File: config.mk
export PLATFORM = sky130hd
export DESIGN_NAME = gemm_shape_tile_class_sorter
export DESIGN_NICKNAME = d
export VERILOG_FILES = /design/src/rtl/gsts_pkg.sv /design/src/rtl/gsts_csr.sv /design/src/rtl/gsts_ctrl.sv /design/src/rtl/gsts_dp.sv /design/src/rtl/gemm_shape_tile_class_sorter.sv
export SDC_FILE = /design/constraint.sdc
export NUM_CORES = 2
export LEC_CHECK = 0
export BUFFER_PORTS_ARGS = -buffer_cell sky130_fd_sc_hd__buf_2
export CAP_MARGIN = 10
export CORE_UTILIZATION = 60
export CTS_BUF_LIST = sky130_fd_sc_hd__clkbuf_4
export DETAILED_ROUTE_END_ITERATION = 8
export PLACE_DENSITY_LB_ADDON = 0.3
export SKIP_CTS_REPAIR_TIMING = 1
export SYNTH_ARGS = -nofsm -noshare
export SYNTH_HDL_FRONTEND = slang
export SYNTH_SLANG_ARGS = --single-unit
File: constraint.sdc
create_clock -name clock -period 12.12 [get_ports clock]
set_clock_uncertainty 0.1 [all_clocks]
set_input_delay 0 -clock clock [delete_from_list [all_inputs] [get_ports clock]]
set_output_delay 0 -clock clock [all_outputs]
set_load 0.01 [all_outputs]
File: src/rtl/gsts_pkg.sv
// gsts_pkg: shared types, constants and helpers for the gemm shape tile class sorter
// used by every module of the block and by its checker; depends on nothing else

package gsts_pkg;

   localparam int MAX_RECORDS = 64;
   localparam int DIM_BITS    = 16;
   localparam int CLASS_BITS  = 2;
   localparam int KEY_BITS    = CLASS_BITS + DIM_BITS;
   localparam int ENTRY_BITS  = CLASS_BITS + 3 * DIM_BITS;

   // tile class codes, ordered so that a larger code sorts first
   localparam logic [CLASS_BITS-1:0] CLASS_16 = 2'd0;
   localparam logic [CLASS_BITS-1:0] CLASS_32 = 2'd1;
   localparam logic [CLASS_BITS-1:0] CLASS_64 = 2'd2;

   localparam int CSR_ADDR_BITS = 3;
   localparam int CSR_DATA_BITS = 32;
   localparam int CSR_IDX_BITS  = CSR_ADDR_BITS - 2;
   localparam logic [CSR_IDX_BITS-1:0] CSR_IDX_SORT_ENABLE = 1'b0;

   typedef struct packed {
      logic [DIM_BITS-1:0] rows_m;
      logic [DIM_BITS-1:0] cols_n;
      logic [DIM_BITS-1:0] depth_k;
      logic                batch_end;
   } req_item_type;

   typedef struct packed {
      logic [DIM_BITS-1:0] out_m;
      logic [DIM_BITS-1:0] out_n;
      logic [DIM_BITS-1:0] out_k;
      logic                out_last;
      logic                overflowed;
   } rsp_item_type;

   typedef enum logic [1:0] {
      ST_IDLE,
      ST_SCAN,
      ST_DRAIN,
      ST_EMIT
   } ctrl_state_type;

   typedef struct packed {
      logic load;        // store the accepted item
      logic start_emit;  // batch end accepted, reset the output walk
      logic read;        // read the store at the scan address
      logic emit;        // present the selected record
   } ctrl_cmd_type;

   typedef struct packed {
      logic scan_last;   // scan address is the last one of this pass
      logic emit_last;   // the record being emitted ends the batch
   } dp_status_type;

   function automatic logic [CLASS_BITS-1:0] tile_class(
      input logic [DIM_BITS-1:0] m,
      input logic [DIM_BITS-1:0] n
   );
      logic [CLASS_BITS-1:0] cls;
      if (m[5:0] == 6'd0 && n[5:0] == 6'd0) begin
         cls = CLASS_64;
      end else if (m[4:0] == 5'd0 && n[4:0] == 5'd0) begin
         cls = CLASS_32;
      end else begin
         cls = CLASS_16;
      end
      return cls;
   endfunction

endpackage

File: src/rtl/gsts_csr.sv
// gsts_csr: register port holding the sort enable bit
// depends on gsts_pkg

module gsts_csr (
   input  logic                                clock,
   input  logic                                reset,
   input  logic                                psel,
   input  logic                                penable,
   input  logic                                pwrite,
   input  logic [gsts_pkg::CSR_ADDR_BITS-1:0]  paddr,
   input  logic [gsts_pkg::CSR_DATA_BITS-1:0]  pwdata,
   output logic [gsts_pkg::CSR_DATA_BITS-1:0]  prdata,
   output logic                                pready,
   output logic                                sort_en
);

   logic sort_en_ff;
   logic sort_en_in;
   logic hit_sort;

   assign hit_sort = (paddr[gsts_pkg::CSR_ADDR_BITS-1:2] == gsts_pkg::CSR_IDX_SORT_ENABLE);

   always_comb begin
      sort_en_in = sort_en_ff;
      if (psel && penable && pwrite && hit_sort) begin
         sort_en_in = pwdata[0];
      end
   end

   always_ff @(posedge clock) begin
      if (reset) begin
         sort_en_ff <= 1'b1;
      end else begin
         sort_en_ff <= sort_en_in;
      end
   end

   always_comb begin
      prdata = '0;
      if (hit_sort) begin
         prdata[0] = sort_en_ff;
      end
   end

   assign pready  = 1'b1;
   assign sort_en = sort_en_ff;

endmodule

File: src/rtl/gsts_ctrl.sv
// gsts_ctrl: sequencer for loading records and walking the store on emission
// depends on gsts_pkg

module gsts_ctrl (
   input  logic                     clock,
   input  logic                     reset,
   input  logic                     start,
   input  logic                     batch_end,
   input  gsts_pkg::dp_status_type  status,
   output gsts_pkg::ctrl_cmd_type   cmd,
   output logic                     busy,
   output logic                     rsp_valid
);

   gsts_pkg::ctrl_state_type state_ff;
   gsts_pkg::ctrl_state_type state_in;

   always_ff @(posedge clock) begin
      if (reset) begin
         state_ff <= gsts_pkg::ST_IDLE;
      end else begin
         state_ff <= state_in;
      end
   end

   always_comb begin
      state_in = state_ff;
      case (state_ff)
         gsts_pkg::ST_IDLE: begin
            if (start && batch_end) begin
               state_in = gsts_pkg::ST_SCAN;
            end
         end
         gsts_pkg::ST_SCAN: begin
            if (status.scan_last) begin
               state_in = gsts_pkg::ST_DRAIN;
            end
         end
         gsts_pkg::ST_DRAIN: begin
            state_in = gsts_pkg::ST_EMIT;
         end
         gsts_pkg::ST_EMIT: begin
            state_in = status.emit_last ? gsts_pkg::ST_IDLE : gsts_pkg::ST_SCAN;
         end
         default: begin
            state_in = gsts_pkg::ST_IDLE;
         end
      endcase
   end

   always_comb begin
      cmd       = '0;
      busy      = 1'b1;
      rsp_valid = 1'b0;
      case (state_ff)
         gsts_pkg::ST_IDLE: begin
            busy           = 1'b0;
            cmd.load       = start;
            cmd.start_emit = start && batch_end;
         end
         gsts_pkg::ST_SCAN: begin
            cmd.read = 1'b1;
         end
         gsts_pkg::ST_DRAIN: begin
            // last read of the pass is compared in this cycle
         end
         gsts_pkg::ST_EMIT: begin
            cmd.emit  = 1'b1;
            rsp_valid = 1'b1;
         end
         default: begin
            busy = 1'b1;
         end
      endcase
   end

endmodule

File: src/rtl/gsts_dp.sv
// gsts_dp: record store, scan address, max-key selection and output fields
// depends on gsts_pkg

module gsts_dp #(
   parameter int MAX_RECORDS = gsts_pkg::MAX_RECORDS
) (
   input  logic                     clock,
   input  logic                     reset,
   input  gsts_pkg::ctrl_cmd_type   cmd,
   input  gsts_pkg::req_item_type   req_item,
   input  logic                     sort_en,
   output gsts_pkg::dp_status_type  status,
   output gsts_pkg::rsp_item_type   rsp_item
);

   localparam int ADDR_BITS = (MAX_RECORDS > 1) ? $clog2(MAX_RECORDS) : 1;
   localparam int CNT_BITS  = $clog2(MAX_RECORDS + 1);
   localparam int DB        = gsts_pkg::DIM_BITS;
   localparam int CB        = gsts_pkg::CLASS_BITS;
   localparam int KB        = gsts_pkg::KEY_BITS;
   localparam int EB        = gsts_pkg::ENTRY_BITS;
   localparam logic [CNT_BITS-1:0] CNT_FULL = CNT_BITS'(MAX_RECORDS);

   // entry layout: class, m, n, k
   logic [EB-1:0] mem [MAX_RECORDS];

   logic [CNT_BITS-1:0]  cnt_ff, cnt_in;
   logic                 ovf_ff, ovf_in;
   logic [ADDR_BITS-1:0] scan_addr_ff, scan_addr_in;
   logic [ADDR_BITS-1:0] out_idx_ff, out_idx_in;
   logic                 prev_vld_ff, prev_vld_in;
   logic [KB-1:0]        prev_key_ff, prev_key_in;
   logic [ADDR_BITS-1:0] prev_idx_ff, prev_idx_in;
   logic                 rd_vld_ff;
   logic [ADDR_BITS-1:0] rd_idx_ff;
   logic [EB-1:0]        rd_data_ff;
   logic                 best_vld_ff, best_vld_in;
   logic [ADDR_BITS-1:0] best_idx_ff, best_idx_in;
   logic [EB-1:0]        best_data_ff, best_data_in;

   logic                 full;
   logic [ADDR_BITS-1:0] scan_end;
   logic [KB-1:0]        rd_key;
   logic [KB-1:0]        best_key;
   logic                 after_prev;
   logic                 take;
   logic                 emit_last;
   logic [CB-1:0]        wr_class;

   assign full     = (cnt_ff == CNT_FULL);
   assign wr_class = gsts_pkg::tile_class(req_item.rows_m, req_item.cols_n);

   always_ff @(posedge clock) begin
      if (cmd.load && !full) begin
         mem[cnt_ff[ADDR_BITS-1:0]] <= {wr_class, req_item.rows_m, req_item.cols_n,
                                        req_item.depth_k};
      end
      if (cmd.read) begin
         rd_data_ff <= mem[scan_addr_ff];
      end
   end

   // sort key is class then k; equal keys keep arrival order
   assign rd_key   = {rd_data_ff[EB-1 -: CB], rd_data_ff[DB-1:0]};
   assign best_key = {best_data_ff[EB-1 -: CB], best_data_ff[DB-1:0]};

   assign after_prev = !prev_vld_ff || (rd_key < prev_key_ff)
                       || ((rd_key == prev_key_ff) && (rd_idx_ff > prev_idx_ff));
   assign take = rd_vld_ff && (!sort_en || after_prev) && (!best_vld_ff || (rd_key > best_key));

   assign scan_end  = sort_en ? ADDR_BITS'(cnt_ff - CNT_BITS'(1)) : out_idx_ff;
   assign emit_last = ((CNT_BITS'(out_idx_ff) + CNT_BITS'(1)) == cnt_ff);

   always_comb begin
      cnt_in       = cnt_ff;
      ovf_in       = ovf_ff;
      scan_addr_in = scan_addr_ff;
      out_idx_in   = out_idx_ff;
      prev_vld_in  = prev_vld_ff;
      prev_key_in  = prev_key_ff;
      prev_idx_in  = prev_idx_ff;
      best_vld_in  = best_vld_ff;
      best_idx_in  = best_idx_ff;
      best_data_in = best_data_ff;

      if (cmd.load) begin
         if (full) begin
            ovf_in = 1'b1;
         end else begin
            cnt_in = cnt_ff + CNT_BITS'(1);
         end
      end
      if (cmd.start_emit) begin
         scan_addr_in = '0;
         out_idx_in   = '0;
         prev_vld_in  = 1'b0;
         best_vld_in  = 1'b0;
      end
      if (cmd.read) begin
         scan_addr_in = scan_addr_ff + ADDR_BITS'(1);
      end
      if (take) begin
         best_vld_in  = 1'b1;
         best_idx_in  = rd_idx_ff;
         best_data_in = rd_data_ff;
      end
      if (cmd.emit) begin
         prev_vld_in  = 1'b1;
         prev_key_in  = best_key;
         prev_idx_in  = best_idx_ff;
         best_vld_in  = 1'b0;
         out_idx_in   = out_idx_ff + ADDR_BITS'(1);
         scan_addr_in = sort_en ? '0 : (out_idx_ff + ADDR_BITS'(1));
         if (emit_last) begin
            cnt_in = '0;
            ovf_in = 1'b0;
         end
      end
   end

   always_ff @(posedge clock) begin
      if (reset) begin
         cnt_ff      <= '0;
         ovf_ff      <= 1'b0;
         rd_vld_ff   <= 1'b0;
         prev_vld_ff <= 1'b0;
         best_vld_ff <= 1'b0;
      end else begin
         cnt_ff      <= cnt_in;
         ovf_ff      <= ovf_in;
         rd_vld_ff   <= cmd.read;
         prev_vld_ff <= prev_vld_in;
         best_vld_ff <= best_vld_in;
      end
   end

   always_ff @(posedge clock) begin
      scan_addr_ff <= scan_addr_in;
      out_idx_ff   <= out_idx_in;
      prev_key_ff  <= prev_key_in;
      prev_idx_ff  <= prev_idx_in;
      rd_idx_ff    <= scan_addr_ff;
      best_idx_ff  <= best_idx_in;
      best_data_ff <= best_data_in;
   end

   assign status.scan_last = (scan_addr_ff == scan_end);
   assign status.emit_last = emit_last;

   assign rsp_item.out_m      = best_data_ff[3*DB-1 -: DB];
   assign rsp_item.out_n      = best_data_ff[2*DB-1 -: DB];
   assign rsp_item.out_k      = best_data_ff[DB-1:0];
   assign rsp_item.out_last   = emit_last;
   assign rsp_item.overflowed = ovf_ff;

endmodule

File: src/rtl/gemm_shape_tile_class_sorter.sv
// gemm_shape_tile_class_sorter: collects a batch of (m, n, k) shape records and emits it
// sorted by tile class and k, or in arrival order; uses gsts_pkg, gsts_csr, gsts_ctrl, gsts_dp
//
// usage:
//   an item (req_item) is taken at a rising edge with start high and busy low. each
//   item is written to the store as it is taken; items past MAX_RECORDS are dropped and flag the batch.
//   an item with batch_end set starts emission: busy stays high until the whole batch
//   has gone out on rsp_item, one record per rsp_valid pulse, the last with out_last.
//   results cannot be held off; each one is on the ports for exactly one cycle.
//   with sorting on, each output record takes a full pass over the store (a read of every
//   stored entry, then a final compare and an emit); with sorting off each record is read
//   from its own address, compared and emitted, with no pass over the rest of the store.
//   the store has one write and one registered read port; the pass length sets the rate.
//   the sort_enable register sits at byte address 0 of the apb port (reset value 1); it
//   must be changed only while the block is idle, and the block itself does not enforce this.
//   synchronous reset empties the batch, clears the overflow flag and sets sort_enable;
//   store contents are not cleared, as only entries written in a batch are read.

module gemm_shape_tile_class_sorter #(
   parameter int MAX_RECORDS = gsts_pkg::MAX_RECORDS
) (
   input  logic                                clock,
   input  logic                                reset,
   input  logic                                start,
   output logic                                busy,
   input  gsts_pkg::req_item_type              req_item,
   output logic                                rsp_valid,
   output gsts_pkg::rsp_item_type              rsp_item,
   input  logic                                psel,
   input  logic                                penable,
   input  logic                                pwrite,
   input  logic [gsts_pkg::CSR_ADDR_BITS-1:0]  paddr,
   input  logic [gsts_pkg::CSR_DATA_BITS-1:0]  pwdata,
   output logic [gsts_pkg::CSR_DATA_BITS-1:0]  prdata,
   output logic                                pready
);

   gsts_pkg::ctrl_cmd_type  cmd;
   gsts_pkg::dp_status_type status;
   logic                    sort_en;

   gsts_csr u_csr (
      .clock   (clock),
      .reset   (reset),
      .psel    (psel),
      .penable (penable),
      .pwrite  (pwrite),
      .paddr   (paddr),
      .pwdata  (pwdata),
      .prdata  (prdata),
      .pready  (pready),
      .sort_en (sort_en)
   );

   gsts_ctrl u_ctrl (
      .clock     (clock),
      .reset     (reset),
      .start     (start),
      .batch_end (req_item.batch_end),
      .status    (status),
      .cmd       (cmd),
      .busy      (busy),
      .rsp_valid (rsp_valid)
   );

   gsts_dp #(
      .MAX_RECORDS (MAX_RECORDS)
   ) u_dp (
      .clock    (clock),
      .reset    (reset),
      .cmd      (cmd),
      .req_item (req_item),
      .sort_en  (sort_en),
      .status   (status),
      .rsp_item (rsp_item)
   );

endmodule

# Yosys cells after proc, flatten, opt, wreduce, memory -nomap -nowiden
# Memories as Yosys holds them, arrays and structs flattened. A register that Yosys moved wholly into a read port is not among the register bits.
# Index checks and enable logic that the tools add are counted.
# W data, S select, Z words.
dict set report word_totals {
  wordCells 91
  input_bits 90
  latch_bits 0
  memories 1
  romBits 0
  ff_bits 112
  ramBits 3200
  out_inout_bits 85
}
dict set report classes {
  bitwise 1
  shifts 0
  reduce_logical 28
  muxes 30
  order_cmp 3
  n_addsub 5
  div 0
  n_mul 0
  n_eq_ne 9
}
# memory words width read_ports rd_clocked_by_memory_dff wr line
set memory_table {}
lappend memory_table {u_dp.mem 64 50 1 1 1 gsts_dp.sv:25} ;# logic [EB-1:0] mem [MAX_RECORDS];
# operator count
set op_table {}
lappend op_table {{$mux W6} 6}
lappend op_table {{$mux W7} 4}
lappend op_table {{$eq A18 B18 Y1} 1}
lappend op_table {{$gt A18 B18 Y1} 1}
lappend op_table {{$lt A18 B18 Y1} 1}
lappend op_table {{$mux W1} 15}
lappend op_table {{$add A6 B1 Y6 const B} 2}
lappend op_table {{$logic_not A6 Y1} 2}
lappend op_table {{$logic_and A1 B1 Y1} 10}
lappend op_table {{$logic_not A5 Y1} 2}
lappend op_table {{$mux W2} 4}
lappend op_table {{$pmux W2 S4} 1}
lappend op_table {{$add A6 B1 Y7 const B} 1}
lappend op_table {{$add A7 B1 Y7 const B} 1}
lappend op_table {{$eq A7 B7 Y1} 1}
lappend op_table {{$eq A7 B7 Y1 const B} 1}
lappend op_table {{$eq A6 B6 Y1} 1}
lappend op_table {{$gt A6 B6 Y1} 1}
lappend op_table {{$sub A6 B1 Y6 const B} 1}
lappend op_table {{$eq A2 B2 Y1 const B} 2}
lappend op_table {{$logic_not A1 Y1} 4}
lappend op_table {{$logic_or A1 B1 Y1} 4}
lappend op_table {{$reduce_bool A2 Y1} 2}
lappend op_table {{$reduce_bool A3 Y1} 1}
lappend op_table {{other kinds (7)} 7}

# Logic depth before layout (Yosys ltp)
dict set report depth {
  ltp_word 7
  mapped_depth 11
  mapped_depth_nobuf 8
}

# Cells and area by module
# From an unflattened synthesis, not the netlist that was laid out.
dict set report hier_totals {
  hier_cells 5275
  area_unflattened_um2 128739.7
}
# module n_inst cells_each area_per_inst_um2
set by_module_without_submodules {}
lappend by_module_without_submodules {gsts_dp 1 5213 128224.2}
lappend by_module_without_submodules {gsts_csr 1 40 315.3}
lappend by_module_without_submodules {gsts_ctrl 1 22 200.2}

# Worst setup path after synthesis
# No wires, ideal clock.
dict set report synth_timing {
  path_kind {reg-to-reg}
  start {reg u_dp.cnt_ff[1]}
  end {mem u_dp.mem[1][0] (netlist bit), enable pin}
  slack_ns 5.141
  t_required_ns 11.437
  arrival_time_ns 6.296
  path_buffers 1
  synth_period_minus_slack_ns 6.979
  stages_incl_launch_ff 9
  path_cell_list {dfxtp_1 clkbuf_1 inv_1 ha_1 nand3_1 nor3_1 nor2_1 nand4b_1 nor4_1}
}
dict set report synth_via {
  elab_chain_cells 5
}
# element line
set synth_lines {}
lappend synth_lines {{start: declaration} gsts_dp.sv:27} ;# logic [CNT_BITS-1:0] cnt_ff, cnt_in;
lappend synth_lines {{start signal: assignment} gsts_dp.sv:129} ;# cnt_ff <= cnt_in;
lappend synth_lines {{$eq A7 B7 Y1} gsts_dp.sv:50} ;# assign full = (cnt_ff == CNT_FULL);
lappend synth_lines {{$logic_not A1 Y1} gsts_dp.sv:54} ;# if (cmd.load && !full) begin
lappend synth_lines {{$logic_and A1 B1 Y1} gsts_dp.sv:54}
lappend synth_lines {{$mux W1} gsts_dp.sv:54}
lappend synth_lines {{$mux W1 (implied by the code)} gsts_dp.sv:55} ;# mem[cnt_ff[ADDR_BITS-1:0]] <= {wr_class, req_item.rows_m, req_item.cols_n,
lappend synth_lines {{end: declaration} gsts_dp.sv:25}
# Parallel ways exist; a longest one is shown, timed or not.

==> results list <==
* Number of nets in the finished design: 7000
* Worst EP arrival: between 6 and 7 ns
* Cells after synthesis: between 5000 and 6000
- Via count: roughly 70000
- In the routed layout, each cell is associated on average with a via count of ~6.8.
* Number of storage elements in the synthesis netlist: 3362
- Endpoints failing setup: 0
- The filler cells instantiated in the layout total 13300.
- At the pin with the least slew margin, the transition time is around 1.3 ns.
* CTS buffer count: about 810
- Clock-pin slew was measured on the worst setup and hold paths at 0.07 ns.
- For this run, the register share of the synthesized area comes to 0.772.
- In the finished design, the share of the clock period the worst path needs comes to 0.421.
- During I/O placement, the number of pins put on the boundary was roughly 180.
- The clock passes through at most 4 buffers.
- Required time at the endpoint of the critical path: approximately 13 ns
* CORE AREA: about 220000 um2
- Once detail routing completed, the nets flagged for antenna violations numbered 0.
- The first TritonRoute pass finished after 8 iterations.
- Sorting the synthesized cells by area gives the leading types as sky130_fd_sc_hd__edfxtp_1 (77%), sky130_fd_sc_hd__mux4_2 (12%), sky130_fd_sc_hd__mux2i_1 (3.0%), sky130_fd_sc_hd__o221ai_1 (1.2%), sky130_fd_sc_hd__buf_4 (0.59%).
- PD cells: slightly below 200 nW/um2
- During synthesis, Yosys emitted a total of 0 warnings.
* Minimum hold slack: between 0.03 and 0.04 ns
* Average size of a mapped cell: between 20 and 25 um2
* Run status: completed
- Critical path type: reg -> reg
- Final global-route overflow total: 0
- The via count of the first global-routing pass is 68300.
* Final total negative setup slack: 0 ns
- The synthesized design contains approximately 3300 enable-type register cells.
- Number of levels in the clock H-tree: 6
* Largest net degree at the start of global routing: between 100 and 150
* Global-route usage over all layers: 0.322
- Leakage power: between 40 and 50 nW
- Floorplan die area: 220000 um2
- The floorplan has 170 rows.
- # DRC: 0
* Routability congestion estimate from global placement: between 0.8 and 0.9
- The worst pin sits at a relative slew slack of 0.127.
- Top cell type's share of synthesized area: 0.768
* Setup repair after global routing missed its margin: false
* Clock Sinks: roughly 3400
- Of the cells placed in the final design, the portion with a size suffix greater than 1 is 0.313.
- The area growth from synthesis to layout is 11.7%.
- Dividing the detail-routed wire length by the instance count gives between 30 and 40 um.
- The mapped netlist covers 131000 um2.
- In the synthesized netlist the dominant register cell turns out to be sky130_fd_sc_hd__edfxtp_1.
- Clock network latency to the later pin of the worst-skew pair: around 1.5 ns
* Number of antenna violations at the first check in global routing: 14
- TritonCTS clock tree: built
- In the synthesized netlist the async set-or-reset flop fraction comes to 0.
- The final layout contains routed wiring with a total length of ~350 mm.
- Yosys mapped the design onto 70 distinct sky130hd cell types.
- Upper clock frequency limit: between 150 and 200 MHz
- Max cap viols: 0
- IO Port Bufs: roughly 110
- Clock tree synthesis selected as its root buffer the cell sky130_fd_sc_hd__clkbuf_4.
* Fin. max-slew vios: 0
* Fin. Hold Viols: 0
- The initial utilization of the core area, before any placement, comes to 0.606.
- The floorplan step set the die width to about 470 um.
- Most instantiated library cell after synthesis: sky130_fd_sc_hd__edfxtp_1
- Cell type with the largest total area after synthesis: sky130_fd_sc_hd__edfxtp_1
* Power consumption: 28.1 mW
- Across the VDD grid, the largest voltage drop is 0.161 mV.
* CP startpoint kind: flop
- The detailed router finished its first iteration with approximately 12000 violations.
- Vertical die dimension: 469 um
* CP endpoint kind: flop
- Maximum fanout count along the critical path: between 100 and 150
- The wire-length estimate of the detail-placed layout is 175 mm.
- Counting instances in the post-synthesis netlist gives the leading cell types as sky130_fd_sc_hd__edfxtp_1 (3342), sky130_fd_sc_hd__mux4_2 (686), sky130_fd_sc_hd__mux2i_1 (385).
- The first global-routing pass estimated between 400 and 500 mm of wire.
- Final critical-path required period: just over 5 ns
- The path class of the tightest hold or removal check is in -> reg.
==> per-stage QoR <==
stage | instances | setup slack, ns | util | instance area, um2
floorplan | 6009 | 5.14 | - | 131000
global placement | 8725 | 7.07 | 0.622 | 134000
detailed placement | 8725 | 7.09 | 0.622 | 134000
CTS | 10100 | 7.08 | 0.667 | 144000
global route | 10200 | 6.82 | 0.677 | 146000
finish | 10200 | 7.02 | 0.677 | 146000
==> per-layer routing <==
metal  GRT usage  up-vias  wire length, um
li1            -    27500                -
met1       0.440    35700           123000
met2       0.492     5901           165000
met3      0.0924      847            50700
met4       0.134        6            14400
met5           0        -               34
==> critical path: stages (launching register included) <==
cell,delay (ns)
sky130_fd_sc_hd__edfxtp_1,0.52
sky130_fd_sc_hd__buf_12,0.65
sky130_fd_sc_hd__buf_4,0.81
sky130_fd_sc_hd__buf_4,0.78
sky130_fd_sc_hd__mux4_2,0.60
sky130_fd_sc_hd__mux4_2,0.52
sky130_fd_sc_hd__o22ai_1,0.18
sky130_fd_sc_hd__a21oi_1,0.13
sky130_fd_sc_hd__o21a_1,0.24
==> worst paths after layout <==
check,from,to,slack (ns),cells after the start
worst max-delay path,u_dp.scan_addr_ff[0],u_dp.rd_data_ff[7],7.02,8
worst min-delay path,req_item[40],u_dp.mem[33][39],0.04,4
worst max register to register,u_dp.scan_addr_ff[0],u_dp.rd_data_ff[7],7.02,8
worst min register to register,u_dp.rd_data_ff[32],u_dp.best_data_ff[32],0.30,0
==> where the power goes <==
group / internal (mW) / switching (mW) / total [mW]
clock network: 4.57 / 4.33 / 8.90
logic: 2.48 / 3.47 / 5.95
registers: 13.1 / 0.133 / 13.2
total: 20.1 / 7.93 / 28.1
==> final cells by class <==
class,instances,area [um2],area share
Antenna cell,15,37.5,0.000257
Clock buffer,1161,8720,0.0597
Clock inverter,178,988,0.00677
Inverter,58,235,0.00161
Multi-Input combinational cell,2177,27400,0.188
Sequential cell,3362,101000,0.691
Tap cell,2838,3550,0.0243
Timing Repair Buffer,452,4250,0.0291
==> registers in the layout (all words and copies together) (netlist names), 2 cells and up <==
register / flops
u_dp.rd_idx_ff: 6
u_dp.prev_key_ff: 18
u_ctrl.state_ff: 2
u_dp.scan_addr_ff: 6
u_dp.mem: 3200
u_dp.cnt_ff: 7
u_dp.prev_idx_ff: 6
u_dp.rd_data_ff: 50
u_dp.out_idx_ff: 6
u_dp.best_data_ff: 50
u_dp.best_idx_ff: 6
==> cell usage in the layout (no fill, tap or decap), types with 11 or more instances in the layout <==
master,count
sky130_fd_sc_hd__o221ai_1,176
sky130_fd_sc_hd__ha_1,49
sky130_fd_sc_hd__buf_4,173
sky130_fd_sc_hd__inv_1,53
sky130_fd_sc_hd__conb_1,32
sky130_fd_sc_hd__dfxtp_1,20
sky130_fd_sc_hd__mux2_2,13
sky130_fd_sc_hd__o32a_1,13
sky130_fd_sc_hd__nor3_1,34
sky130_fd_sc_hd__buf_16,32
sky130_fd_sc_hd__nor2_1,58
sky130_fd_sc_hd__mux4_1,12
sky130_fd_sc_hd__mux4_2,686
sky130_fd_sc_hd__a31oi_1,11
sky130_fd_sc_hd__buf_2,109
sky130_fd_sc_hd__mux2i_1,385
sky130_fd_sc_hd__o32ai_1,33
sky130_fd_sc_hd__dlygate4sd3_1,124
sky130_fd_sc_hd__diode_2,15
sky130_fd_sc_hd__a211oi_1,33
sky130_fd_sc_hd__nand2_1,107
sky130_fd_sc_hd__nand3_1,64
sky130_fd_sc_hd__buf_12,14
sky130_fd_sc_hd__inv_2,15
sky130_fd_sc_hd__o21ai_1,19
sky130_fd_sc_hd__o21ai_0,37
sky130_fd_sc_hd__a21oi_1,75
sky130_fd_sc_hd__clkbuf_4,1161
sky130_fd_sc_hd__nor2_4,64
sky130_fd_sc_hd__o22ai_1,98
sky130_fd_sc_hd__edfxtp_1,3342
sky130_fd_sc_hd__clkinv_1,136
sky130_fd_sc_hd__xnor2_1,19
==> logic make-up after synthesis <==
group                    count (synthesis)  synth area share
AO/OA/AOI/OAI                          587            0.0333
XOR/XNOR                                27           0.00192
adder cells (fa/ha/maj)                 50           0.00479
buffers and inverters                  470            0.0237
flip-flops                            3362             0.772
multiplexers                          1096             0.151
other                                    2         0.0000575
AND/OR/NAND/NOR                        385            0.0134
No activity file was read; power rests on OpenSTA's default activity.
